## src/rtl/tcsb_pkg.sv

```systemverilog
// Shared types and constants for the text console scroll buffer.
// Depends on nothing; every other file of the block takes names from here.
package tcsb_pkg;

	typedef logic [7:0] char_t;
	typedef logic [5:0] line_t;
	typedef logic [6:0] column_t;
	typedef logic [1:0] cfg_index_t;
	typedef logic [7:0] cfg_data_t;

	typedef enum logic {
		KIND_PUT  = 1'b0,
		KIND_READ = 1'b1
	} kind_t;

	// Request transaction
	typedef struct packed {
		kind_t         kind;
		char_t         char_in;
		logic [5:0]    display_row;
		logic [6:0]    display_col;
	} req_t;

	// Response transaction
	typedef struct packed {
		char_t   cell_char;
		line_t   cursor_line;
		column_t cursor_column;
	} rsp_t;

	// Register indexes of the configuration channel
	localparam cfg_index_t REG_COLUMNS = 2'd0;
	localparam cfg_index_t REG_ROWS    = 2'd1;

	localparam int COLUMNS_RST = 80;
	localparam int ROWS_RST    = 25;

	localparam char_t NEWLINE_CHAR = 8'h0A;
	localparam char_t SPACE_CHAR   = 8'h20;

	// Index width for a count of n entries, at least one bit
	function automatic int idx_width(input int n);
		idx_width = (n > 1) ? $clog2(n) : 1;
	endfunction

endpackage

```

## src/rtl/tcsb_ctrl.sv

```systemverilog
// Sequencer of the scroll buffer: cursor, configuration, line clears, reset sweep
// and the response register. Drives the cell memory; depends on tcsb_pkg.
module tcsb_ctrl #(
	parameter int MAX_COLUMNS = 128,
	parameter int MAX_ROWS    = 64,
	parameter int ADDR_W      = 13
) (
	input  logic                   clk,
	input  logic                   arst_n,
	input  logic                   req_valid,
	output logic                   req_ready,
	input  tcsb_pkg::req_t         req,
	output logic                   rsp_valid,
	input  logic                   rsp_ready,
	output tcsb_pkg::rsp_t         rsp,
	input  logic                   cfg_valid,
	output logic                   cfg_ready,
	input  tcsb_pkg::cfg_index_t   cfg_index,
	input  tcsb_pkg::cfg_data_t    cfg_data,
	output logic                   mem_we,
	output logic [ADDR_W-1:0]      mem_waddr,
	output tcsb_pkg::char_t        mem_wdata,
	output logic [ADDR_W-1:0]      mem_raddr,
	input  tcsb_pkg::char_t        mem_rdata
);

	localparam int CW    = tcsb_pkg::idx_width(MAX_COLUMNS);
	localparam int RW    = tcsb_pkg::idx_width(MAX_ROWS);
	localparam int CN_W  = CW + 1;
	localparam int RN_W  = RW + 1;
	localparam int DEPTH = MAX_ROWS * (2 ** CW);
	localparam int RST_COLS = (tcsb_pkg::COLUMNS_RST > MAX_COLUMNS) ?
		MAX_COLUMNS : tcsb_pkg::COLUMNS_RST;
	localparam int RST_ROWS = (tcsb_pkg::ROWS_RST > MAX_ROWS) ?
		MAX_ROWS : tcsb_pkg::ROWS_RST;
	localparam logic [ADDR_W-1:0] INIT_LAST = ADDR_W'(DEPTH - 1);
	localparam logic [CW-1:0]     CLR_LAST  = CW'(MAX_COLUMNS - 1);

	typedef enum logic [2:0] {
		S_INIT,
		S_IDLE,
		S_EXEC,
		S_CLEAR,
		S_RDATA,
		S_DONE
	} state_t;

	state_t              state_q;
	tcsb_pkg::req_t      item_q;
	logic [RW-1:0]       cur_line_q;
	logic [CW-1:0]       cur_col_q;
	logic [CN_W-1:0]     cols_q;
	logic [RN_W-1:0]     rows_q;
	logic [ADDR_W-1:0]   cnt_q;
	logic                space_q;
	tcsb_pkg::char_t     cell_q;
	logic                rsp_valid_q;
	tcsb_pkg::rsp_t      rsp_q;

	logic [CN_W-1:0]     cols_wr;
	logic [RN_W-1:0]     rows_wr;
	logic                is_newline;
	logic [CN_W-1:0]     col_inc;
	logic [CW-1:0]       col_next;
	logic [RN_W-1:0]     line_inc;
	logic [RW-1:0]       line_next;
	logic                advance;
	logic                in_range;
	logic [RN_W-1:0]     rd_sum;
	logic [RN_W-1:0]     rd_line;

	assign req_ready = (state_q == S_IDLE);
	assign cfg_ready = 1'b1;
	assign rsp_valid = rsp_valid_q;
	assign rsp       = rsp_q;

	// Saturate register writes to the supported range, zero to one; rows use data bits 6:0
	always_comb begin
		if (cfg_data == '0) begin
			cols_wr = CN_W'(1);
		end else if (int'(cfg_data) > MAX_COLUMNS) begin
			cols_wr = CN_W'(MAX_COLUMNS);
		end else begin
			cols_wr = CN_W'(cfg_data);
		end
		if (cfg_data[6:0] == '0) begin
			rows_wr = RN_W'(1);
		end else if (int'(cfg_data[6:0]) > MAX_ROWS) begin
			rows_wr = RN_W'(MAX_ROWS);
		end else begin
			rows_wr = RN_W'(cfg_data[6:0]);
		end
	end

	// Advance the cursor for a put
	always_comb begin
		is_newline = (item_q.char_in == tcsb_pkg::NEWLINE_CHAR);
		col_inc    = CN_W'(cur_col_q) + CN_W'(1);
		if (is_newline || col_inc == cols_q) begin
			col_next = '0;
		end else begin
			col_next = col_inc[CW-1:0];
		end
		advance  = (col_next == '0);
		line_inc = RN_W'(cur_line_q) + RN_W'(1);
		if (line_inc == rows_q) begin
			line_next = '0;
		end else begin
			line_next = line_inc[RW-1:0];
		end
	end

	// Map the display row to a stored line; for an in-range row the sum stays below twice rows
	always_comb begin
		in_range = (int'(item_q.display_row) < int'(rows_q)) &&
			(int'(item_q.display_col) < int'(cols_q));
		rd_sum = RN_W'(item_q.display_row) + RN_W'(cur_line_q) + RN_W'(1);
		if (rd_sum >= rows_q) begin
			rd_line = rd_sum - rows_q;
		end else begin
			rd_line = rd_sum;
		end
		mem_raddr = {rd_line[RW-1:0], CW'(item_q.display_col)};
	end

	// Select the memory write for the reset sweep, a put or a line clear
	always_comb begin
		mem_we    = 1'b0;
		mem_waddr = {cur_line_q, cur_col_q};
		mem_wdata = tcsb_pkg::SPACE_CHAR;
		case (state_q)
			S_INIT: begin
				mem_we    = 1'b1;
				mem_waddr = cnt_q;
			end
			S_EXEC: begin
				mem_we    = (item_q.kind == tcsb_pkg::KIND_PUT) && !is_newline;
				mem_wdata = item_q.char_in;
			end
			S_CLEAR: begin
				mem_we    = 1'b1;
				mem_waddr = {cur_line_q, cnt_q[CW-1:0]};
			end
			default: begin
				mem_we = 1'b0;
			end
		endcase
	end

	// Sequence each transaction and hold the response register
	always_ff @(posedge clk or negedge arst_n) begin
		if (!arst_n) begin
			state_q     <= S_INIT;
			item_q      <= '0;
			cur_line_q  <= '0;
			cur_col_q   <= '0;
			cols_q      <= CN_W'(RST_COLS);
			rows_q      <= RN_W'(RST_ROWS);
			cnt_q       <= '0;
			space_q     <= 1'b0;
			cell_q      <= '0;
			rsp_valid_q <= 1'b0;
			rsp_q       <= '0;
		end else begin
			if (rsp_valid_q && rsp_ready) begin
				rsp_valid_q <= 1'b0;
			end
			case (state_q)
				S_INIT: begin
					cnt_q <= cnt_q + ADDR_W'(1);
					if (cnt_q == INIT_LAST) begin
						cnt_q   <= '0;
						state_q <= S_IDLE;
					end
				end
				S_IDLE: begin
					if (req_valid) begin
						item_q  <= req;
						state_q <= S_EXEC;
					end
				end
				S_EXEC: begin
					if (item_q.kind == tcsb_pkg::KIND_PUT) begin
						cell_q    <= '0;
						cur_col_q <= col_next;
						if (advance) begin
							cur_line_q <= line_next;
							cnt_q      <= '0;
							state_q    <= S_CLEAR;
						end else begin
							state_q <= S_DONE;
						end
					end else begin
						space_q <= !in_range;
						state_q <= S_RDATA;
					end
				end
				S_CLEAR: begin
					cnt_q <= cnt_q + ADDR_W'(1);
					if (cnt_q[CW-1:0] == CLR_LAST) begin
						state_q <= S_DONE;
					end
				end
				S_RDATA: begin
					cell_q  <= space_q ? tcsb_pkg::SPACE_CHAR : mem_rdata;
					state_q <= S_DONE;
				end
				S_DONE: begin
					if (!rsp_valid_q || rsp_ready) begin
						rsp_valid_q         <= 1'b1;
						rsp_q.cell_char     <= cell_q;
						rsp_q.cursor_line   <= tcsb_pkg::line_t'(cur_line_q);
						rsp_q.cursor_column <= tcsb_pkg::column_t'(cur_col_q);
						state_q             <= S_IDLE;
					end
				end
				default: begin
					state_q <= S_IDLE;
				end
			endcase
			// Register writes must arrive only while idle; the user keeps to this, the block does not enforce it
			if (cfg_valid) begin
				case (cfg_index)
					tcsb_pkg::REG_COLUMNS: begin
						cols_q <= cols_wr;
						if (CN_W'(cur_col_q) >= cols_wr) begin
							cur_col_q <= '0;
						end
					end
					tcsb_pkg::REG_ROWS: begin
						rows_q <= rows_wr;
						if (RN_W'(cur_line_q) >= rows_wr) begin
							cur_line_q <= '0;
						end
					end
					default: begin
						cols_q <= cols_q;
					end
				endcase
			end
		end
	end

endmodule

```

## config.mk

```make
export PLATFORM = sky130hd
export DESIGN_NAME = tcsb_ctrl
export DESIGN_NICKNAME = d
export VERILOG_FILES = /design/src/rtl/tcsb_pkg.sv /design/src/rtl/tcsb_ctrl.sv
export SDC_FILE = /design/constraint.sdc
export NUM_CORES = 1
export LEC_CHECK = 0
export ABC_AREA = 1
export BUFFER_PORTS_ARGS = -buffer_cell sky130_fd_sc_hd__buf_4
export CORE_MARGIN = 10
export CORE_UTILIZATION = 60
export CTS_BUF_LIST = sky130_fd_sc_hd__clkbuf_8 sky130_fd_sc_hd__clkbuf_16
export CTS_CLUSTER_SIZE = 40
export DETAILED_ROUTE_END_ITERATION = 10
export PLACE_DENSITY = 0.9
export SYNTH_ARGS = -nofsm -noshare
export SYNTH_HDL_FRONTEND = slang
export SYNTH_SLANG_ARGS = --single-unit
export TNS_END_PERCENT = 5
```

## constraint.sdc

```tcl
create_clock -name clk -period 8.2 [get_ports clk]
set_input_delay 0.82 -clock clk [delete_from_list [all_inputs] [get_ports clk]]
set_output_delay 0.82 -clock clk [all_outputs]
set_load 0.05 [all_outputs]
```

==> Word-level counts from Yosys, hierarchy flattened <==
Index checks and enable logic that the tools add are counted.
{ "word_totals": {"regBits": 97, "in_bits": 45, "output_inout_bits": 59, "word_cells": 109} }
{ "classes": {"add_sub_neg": 6, "n_lt_le_gt_ge": 7, "n_eq_ne": 17, "muxes": 38, "bitwise": 1, "n_reduce_logical": 24} }
{ "ops": {"columns": ["cell", "n"], "rows": [
  ["7-bit 2-to-1 mux", 8],
  ["6-bit 2-to-1 mux", 8],
  ["8-bit 2-to-1 mux", 5],
  ["13-bit 2-to-1 mux", 3],
  ["13-bit case mux with 3 select lines", 1],
  ["13-bit case mux with 2 select lines", 1],
  ["3-bit 2-to-1 mux", 6],
  ["3-bit case mux with 6 select lines", 1],
  ["8-bit case mux with 2 select lines", 1],
  ["7-bit zero test", 2],
  ["13-bit by 1-bit adder with 13-bit output, second input constant", 1],
  ["13-bit equality test, second input constant", 1],
  ["2-bit inequality test, second input constant", 6],
  ["2-bit AND reduction", 6],
  ["7-bit by 1-bit adder with 8-bit output, second input constant", 1],
  ["8-bit by 4-bit equality test with 1-bit output, second input constant", 1],
  ["8-bit equality test", 1],
  ["7-bit by 8-bit >= comparator with 1-bit output", 1],
  ["8-bit > comparator, second input constant", 1],
  ["8-bit zero test", 1],
  ["7-bit by 8-bit < comparator with 1-bit output", 1],
  ["6-bit by 1-bit adder with 7-bit output, second input constant", 1],
  ["6-bit by 6-bit adder with 7-bit output", 1],
  ["7-bit by 1-bit adder with 7-bit output, second input constant", 1],
  ["other kinds (24)", 33]
]} }

==> Depth between registers and ports, before layout <==
Gate-level depths: netlist of the first run.
{ "depth": {"ltp_word": 11, "mapped_depth": 20, "ltp_nobuf": 20} }

==> Least setup slack after synthesis of the first run <==
No wires, ideal clock.
{ "synth_timing": {"path_kind": "register -> output", "startpoint": "register cur_line_q[0]", "endpoint": "output mem_raddr[10]", "arrival_time_ns": 3.653, "required_ns": 7.380, "path_slack_ns": 3.727, "path_stages_with_launch": 14, "path_buffers": 0, "cell_sequence": "dfrtp_1 > inv_1 > ha_1 > fa_1 > nand3b_1 > and2_1 > xor2_1 > inv_1 > ha_1 > inv_1 > o21ai_0 > a221oi_1 > nand3_1 > o21ai_0"} }
{ "synth_between": {"elab_chain_cells": 4, "word_cells_on_any_way": 5, "classes_between": "add/sub: 3; order compare: 1; mux: 1"} }
{ "synth_rtl": {"columns": ["item", "line", "text"], "rows": [
  ["start, declared", "tcsb_ctrl.sv:50", "logic [RW-1:0] cur_line_q;"],
  ["start signal, assigned", "tcsb_ctrl.sv:187", "cur_line_q <= line_next;"],
  ["6-bit by 6-bit adder with 7-bit output (*)", "tcsb_ctrl.sv:117", "rd_sum = RN_W'(item_q.display_row) + RN_W'(cur_line_q) + RN_W'(1);"],
  ["7-bit by 1-bit adder with 7-bit output (*)", "tcsb_ctrl.sv:117", null],
  ["6-bit subtractor or 7-bit >= comparator (tied branches)", "tcsb_ctrl.sv:119, tcsb_ctrl.sv:118", null],
  ["6-bit 2-to-1 mux (*)", "tcsb_ctrl.sv:118", "if (rd_sum >= rows_q) begin"],
  ["end, declared", "tcsb_ctrl.sv:23", "output logic [ADDR_W-1:0] mem_raddr,"]
]} }
Every way passes the cells marked *; elsewhere a longest branch is shown, timed or not.

==> Worst setup path in the final report of the first run <==
{ "layout_timing": {"startpoint": "register cur_line_q[0]", "endpoint": "output mem_raddr[9]"} }
Same word-level chain as after synthesis.

==> impl_metrics.yaml, run 1 <==
sta:
  report.final.hold_viol_count: 0
  fmax_mhz: 217
  slew_violations: 0
  fin_ws_ns: 3.60
  finalSetupTns_ns: 0
  fin_crit_sh: 0.561
  tightest_slew_ns: 0.884
  fin_crit_ns: 4.60
  rsz0062_at_grt: "no"
  finalSetupViolations: 0
  relSlewSlack: 0.404
  fin_skew_ns: 0.0170
clock_tree:
  post_cts_resized: 0
  cts_hold_buffers: 0
  cts_buffers: 9
  cts_max_level: 3
  cts.sinks: 97
  clk_pin_slew_ns: 0.11
  cts_setup_buffers: 0
  tritoncts: "yes"
  clock_tree.root_cell: "clkbuf_8"
  clk-insertion-delay-late_ns: 0.39
  cts_buffer_depth: 2
worst_setup_path:
  timing.rr.start: "state_q[2]$_DFFE_PN0P_"
  path_class: "reg2out"
  crit_buf_inv: 5
  reg2reg_to: "cell_q[5]$_DFFE_PN0P_"
  worstRegToRegCells: 8
  slowest_delay_ns: 0.42
  path_max_fanout: 8
  cpMaxStageDelayCell: "dfrtp_1"
  path_cells: "inv_1, ha_1, fa_1, nand3b_1, and2_1, xor2_1, inv_1, ha_1, inv_1, o21ai_0, a221oi_1, nand3_1, inv_1, nand2_1, o21ai_0, buf_4"
  crit_required_ns: 7.38
  crit_top_cell: "inv_1"
  endpoint_kind: "output port"
  reg2reg_slack_ns: 5.15
  crit_family: "adder cells"
  arrival_ns: 3.78
  cp-start-kind: "register"
routing:
  drcViolationCount: 0
  via_per_inst: 5.50
  drtAntennaViolNets: 0
  dr.pass1.iters: 5
  wirelength_um: 16000
  first_iter_violations: 511
  vias: 5694
  routedWlPerCell_um: 15.5
logic_synthesis:
  synth_cell_type_count: 44
  synth_area_sq_um: 6160
  avgSynthCellArea_sq_um: 7.68
  synth-xor-area-share: 0.0313
  synth_compound_area_frac: 0.132
  synth_simple_gate_area_share: 0.246
  yosysWarningCount: 0
  synth.area.mux_share: 0.0217
  ys_seq_area_frac: 0.395
  synth_nets: 890
  netlist_instances: 803
  synth_top_family_by_area: "simple AND/OR/NAND/NOR gates"
  synth_fa_ha_area_frac: 0.0877
  ys_ff_latch: 97
layout:
  area_growth_pct: 17.0
  drive_gt1_frac: 0.175
  fillers: 815
  fin_nets: 985
  antenna_cells: 0
grt:
  antenna_found_initial: 0
  gr-usage-all-layers: 0.224
  overflow: 0
  first_global_vias: 5908
  grt_max_degree: 63
  grt_pass1_wl_um: 27200
place:
  gp_congestion: 0.951
  dp_hpwl_um: 12300
  port_buffers: 102
  place_ws_ns: 3.98
die:
  die-area_sq_um: 14700
  core_sq_um: 9910
  dieHeight_um: 121
  num_rows: 36
  start_util: 0.622
  die_w_um: 121
  boundaryPins: 104
job:
  cap_violations: 0
run_status:
  status: "finished, final reports clean"
hold_path:
  hp-class: "in2async"
## synth_stat cells
library cell / instances / area [sq um]
a21boi_0: 1 / 7.51
clkbuf_1: 11 / 41.3
nand2_4: 2 / 22.5
dfrtp_1: 92 / 2300
nand2_1: 190 / 713
nand3_1: 53 / 265
xor2_1: 15 / 131
ha_1: 40 / 500
a31oi_1: 2 / 12.5
o41ai_4: 1 / 27.5
a221oi_1: 1 / 8.76
o21bai_1: 5 / 37.5
nand3b_1: 5 / 37.5
buf_2: 1 / 5.00
nor3_1: 5 / 25.0
nand3_2: 2 / 20.0
and2_1: 1 / 6.26
nor2_2: 4 / 25.0
nand4_1: 12 / 75.1
a22oi_1: 2 / 15.0
a21o_1: 2 / 15.0
mux2_2: 11 / 124
dfstp_2: 5 / 131
or2_2: 1 / 6.26
xnor2_1: 7 / 61.3
o22ai_1: 1 / 6.26
mux2i_1: 1 / 10.0
fa_1: 2 / 40.0
a21oi_2: 2 / 17.5
o221ai_1: 1 / 8.76
buf_6: 2 / 22.5
and3_1: 1 / 6.26
nand2_2: 2 / 12.5
buf_4: 8 / 60.1
inv_2: 3 / 11.3
o211ai_1: 1 / 7.51
o21ai_1: 1 / 5.00
nor2_1: 72 / 270
o31ai_1: 2 / 15.0
inv_1: 103 / 387
nor2_4: 3 / 33.8
a21oi_1: 42 / 210
o21ai_0: 84 / 420
conb_1: 1 / 3.75
## state kept, by name (all words and copies together) (netlist names), 3 cells and up
name and flops:
cur_col_q 7, cell_q 8, cur_line_q 6, cnt_q 13
item_q 15, rsp 21, mem_raddr 7, cols_q 8
rows_q 7, state_q 3
## per-stage QoR
stage                     hold WS, ns  std cells  utilization  instance area, sq um
after floorplan                 0.467        803            -                  6160
after global placement          0.466       1020        0.706                  7000
after detailed placement        0.475       1020        0.706                  7000
after CTS                       0.380       1036        0.728                  7210
after global routing            0.387       1036        0.728                  7210
final                           0.360       1036        0.728                  7210
## worst reg2reg max path, cell delays in order (launching register included)
cell and delay, ns:
dfrtp_1 0.45, nor2_2 0.28, inv_1 0.20, nor2_2 0.43, inv_2 0.22, nor2_1 0.56
inv_1 0.19, o21ai_0 0.39, o21ai_0 0.20
## kinds of logic after synthesis
logic type / count (synthesis)
other: 1
AO/OA/AOI/OAI: 148
buffers and inverters: 128
adder cells (fa/ha/maj): 42
XOR/XNOR: 22
flip-flops: 97
multiplexers: 12
AND/OR/NAND/NOR: 353
## layout by cell type (no fill, tap or decap), drive strengths merged, types with 7 or more instances in the layout
cell type	count
xor2	15
dfrtp	92
mux2	11
nand3	55
buf	106
o21ai	85
ha	40
nand4	12
nor2	79
clkbuf	9
inv	111
xnor2	7
a21oi	44
nand2	194
## metal layers
metal / vias up / part of all wire / track usage
li1: 2797 / - / -
met1: 2660 / 0.42 / 0.269
met2: 199 / 0.48 / 0.371
met3: 38 / 0.068 / 0.0596
met4: 0 / 0.029 / 0.0917
met5: - / 0 / 0
## cell type report
class                      instances  area (sq um)  share of cell area
clock inverter                     7          90.1              0.0125
sequential                        97          2430               0.337
inverter                         106           398              0.0552
multi-input combinational        578          3200               0.444
tap                              133           166              0.0231
clock buffer                       9           124              0.0172
timing repair buffer             106           796               0.110
## worst max path at each step
stage	end	cells after the start	start	slack, ns
floorplan	mem_raddr[10]	13	cur_line_q[0]$_DFF_PN0_	3.73
global placement	mem_raddr[12]	16	cur_line_q[0]$_DFF_PN0_	4.15
detailed placement	mem_raddr[9]	16	cur_line_q[0]$_DFF_PN0_	3.98
CTS	mem_raddr[9]	16	cur_line_q[0]$_DFF_PN0_	3.55
global route	mem_raddr[9]	16	cur_line_q[0]$_DFF_PN0_	3.21
finish	mem_raddr[9]	16	cur_line_q[0]$_DFF_PN0_	3.60
Power of run 1 is left out: the tool's default activity adds up to more than one toggle a clock period on the data nets, which glitch-free logic cannot reach.
==> inputs of run 2 (changes only) <==
--- a/config.mk
+++ b/config.mk
@@ -8,11 +8,11 @@
 export ABC_AREA = 1
 export BUFFER_PORTS_ARGS = -buffer_cell sky130_fd_sc_hd__buf_4
 export CORE_MARGIN = 10
-export CORE_UTILIZATION = 60
+export CORE_UTILIZATION = 57
 export CTS_BUF_LIST = sky130_fd_sc_hd__clkbuf_8 sky130_fd_sc_hd__clkbuf_16
 export CTS_CLUSTER_SIZE = 40
 export DETAILED_ROUTE_END_ITERATION = 10
-export PLACE_DENSITY = 0.9
+export PLACE_DENSITY = 0.87
 export SYNTH_ARGS = -nofsm -noshare
 export SYNTH_HDL_FRONTEND = slang
 export SYNTH_SLANG_ARGS = --single-unit
==> constraint.sdc (replaced) <==
create_clock -name clk -period 4.45 [get_ports clk]
set_input_delay 0.445 -clock clk [delete_from_list [all_inputs] [get_ports clk]]
set_output_delay 0.445 -clock clk [all_outputs]
set_load 0.05 [all_outputs]
==> run 2 against run 1 <==
Non-clock buffer count increased by 1. Routed wire length fell by 0.34%. Core utilization down 3.3 points.
==> impl_metrics.yaml, run 2 (synthesized netlist as in run 1, its figures left out) <==
layout:
  design_area_sq_um: 7230
  layout_commonest_cell: "nand2_1"
  drive_gt1_frac: 0.177
  area_growth_pct: 17.3
  mostFrequentLayoutCells: "nand2_1, buf_4, inv_1"
  fillers: 854
  largest_reg_flops: 21
  fin_nets: 986
  antenna_cells: 0
clock_tree:
  cts_max_level: 3
  tritoncts: "yes"
  clock_tree.root_cell: "clkbuf_8"
  cts.sinks: 97
  cts_buffer_depth: 2
  clk-insertion-delay-late_ns: 0.38
  clk_pin_slew_ns: 0.11
  cts_buffers: 9
routing:
  drtAntennaViolNets: 0
  wirelength_um: 16000
  dr.pass1.iters: 5
  via_per_inst: 5.48
  routedWlPerCell_um: 15.4
  first_iter_violations: 571
  vias: 5694
  drcViolationCount: 0
grt:
  grt_max_degree: 63
  antenna_found_initial: 0
  first_global_vias: 5483
  gr-usage-all-layers: 0.206
  overflow: 0
  grt_pass1_wl_um: 25800
worst_setup_path:
  crit_family: "adder cells"
  timing.rr.start: "state_q[2]$_DFFE_PN0P_"
  reg2reg_to: "cell_q[5]$_DFFE_PN0P_"
  endpoint_kind: "output port"
  worstRegToRegCells: 8
  crit_top_cell: "inv_1"
  path_class: "reg2out"
  crit_required_ns: 4.01
  path_max_fanout: 7
  arrival_ns: 3.71
  slowest_delay_ns: 0.42
  cp-start-kind: "register"
  cpMaxStageDelayCell: "dfrtp_1"
  reg2reg_slack_ns: 1.43
  path_cells: "inv_1, ha_1, fa_1, nand3b_1, and2_1, xor2_1, inv_1, ha_1, inv_1, o21ai_0, a221oi_1, nand3_2, buf_4, o21ai_0, buf_4"
  crit_buf_inv: 5
sta:
  fin_crit_ns: 4.15
  fin_skew_ns: 0.0114
  fin_ws_ns: 0.298
  slew_violations: 0
  tightest_slew_ns: 1.09
  fmax_mhz: 241
  fin_crit_sh: 0.933
  report.final.hold_viol_count: 0
  relSlewSlack: 0.274
  finalSetupViolations: 0
place:
  gp_congestion: 0.919
  place_ws_ns: 0.677
  dp_hpwl_um: 12100
  dpl_cell_area_sq_um: 6990
  port_buffers: 102
die:
  dieHeight_um: 124
  start_util: 0.592
  num_rows: 37
  boundaryPins: 104
  die_w_um: 124
  die-area_sq_um: 15400
  core_sq_um: 10400
run_status:
  status: "finished, final reports clean"
hold_path:
  hp-class: "in2async"
job:
  cap_violations: 0
==> run 2: changes by cell type in the layout (fill, tap and decap cells not counted) <==
cell,change
buf_4,+1
clkinv_8,+1
inv_8,-1
nand3_1,-1
nand3_2,+1
==> run 2: layout make-up <==
| class | count | area (sq um) | share of cell area |
|---|---|---|---|
| well taps | 136 | 170 | 0.0235 |
| clock buffers | 9 | 124 | 0.0171 |
| clock inverters | 7 | 95.1 | 0.0131 |
| flip-flops and latches | 97 | 2430 | 0.336 |
| repair buffers | 107 | 803 | 0.111 |
| multi-input cells | 578 | 3210 | 0.444 |
| inverters | 106 | 398 | 0.0550 |
==> run 2: worst reg2reg max path: cells and delay by family (launching register included) <==
family	cells	cell delay [ns]
buf+inv	3	0.58
simple gates	3	1.26
flops	1	0.46
compound gates	2	0.56
==> run 2: how the worst max path moves through the flow <==
| stage | cells after the start | startpoint | slack (ns) | to |
|---|---|---|---|---|
| floorplan | 13 | cur_line_q[0]$_DFF_PN0_ | 0.35 | mem_raddr[10] |
| global placement | 16 | cur_line_q[0]$_DFF_PN0_ | 0.78 | mem_raddr[12] |
| detailed placement | 16 | cur_line_q[0]$_DFF_PN0_ | 0.68 | mem_raddr[12] |
| CTS | 16 | cur_line_q[0]$_DFF_PN0_ | 0.25 | mem_raddr[12] |
| global route | 16 | cur_line_q[0]$_DFF_PN0_ | -0.01 | mem_raddr[9] |
| finish | 15 | cur_line_q[0]$_DFF_PN0_ | 0.30 | mem_raddr[11] |
==> run 2: repair_timing <==
action                     4_1_cts  5_1_grt
hold buffers                     0        0
setup buffers                    0        2
resized for setup                0        1
setup endpoints to repair        0        2
==> run 2: routing by layer <==
metal	share of wire	wire length, um	GRT usage	vias up
li1	-	-	-	2805
met1	0.42	6740	0.268	2616
met2	0.47	7450	0.335	233
met3	0.087	1380	0.0507	40
met4	0.025	393	0.0604	0
met5	0	0	0	-
==> run 2: stage by stage <==
stage	cells	hold WS (ns)	util	setup TNS [ns]
after global routing	1040	0.198	0.694	-0.00959
after CTS	1038	0.172	0.692	0
final	1040	0.134	0.694	0
after floorplan	803	0.149	-	0
after detailed placement	1022	0.474	0.671	0
after global placement	1022	0.466	0.671	0
Power of run 2 is left out for the same reason.
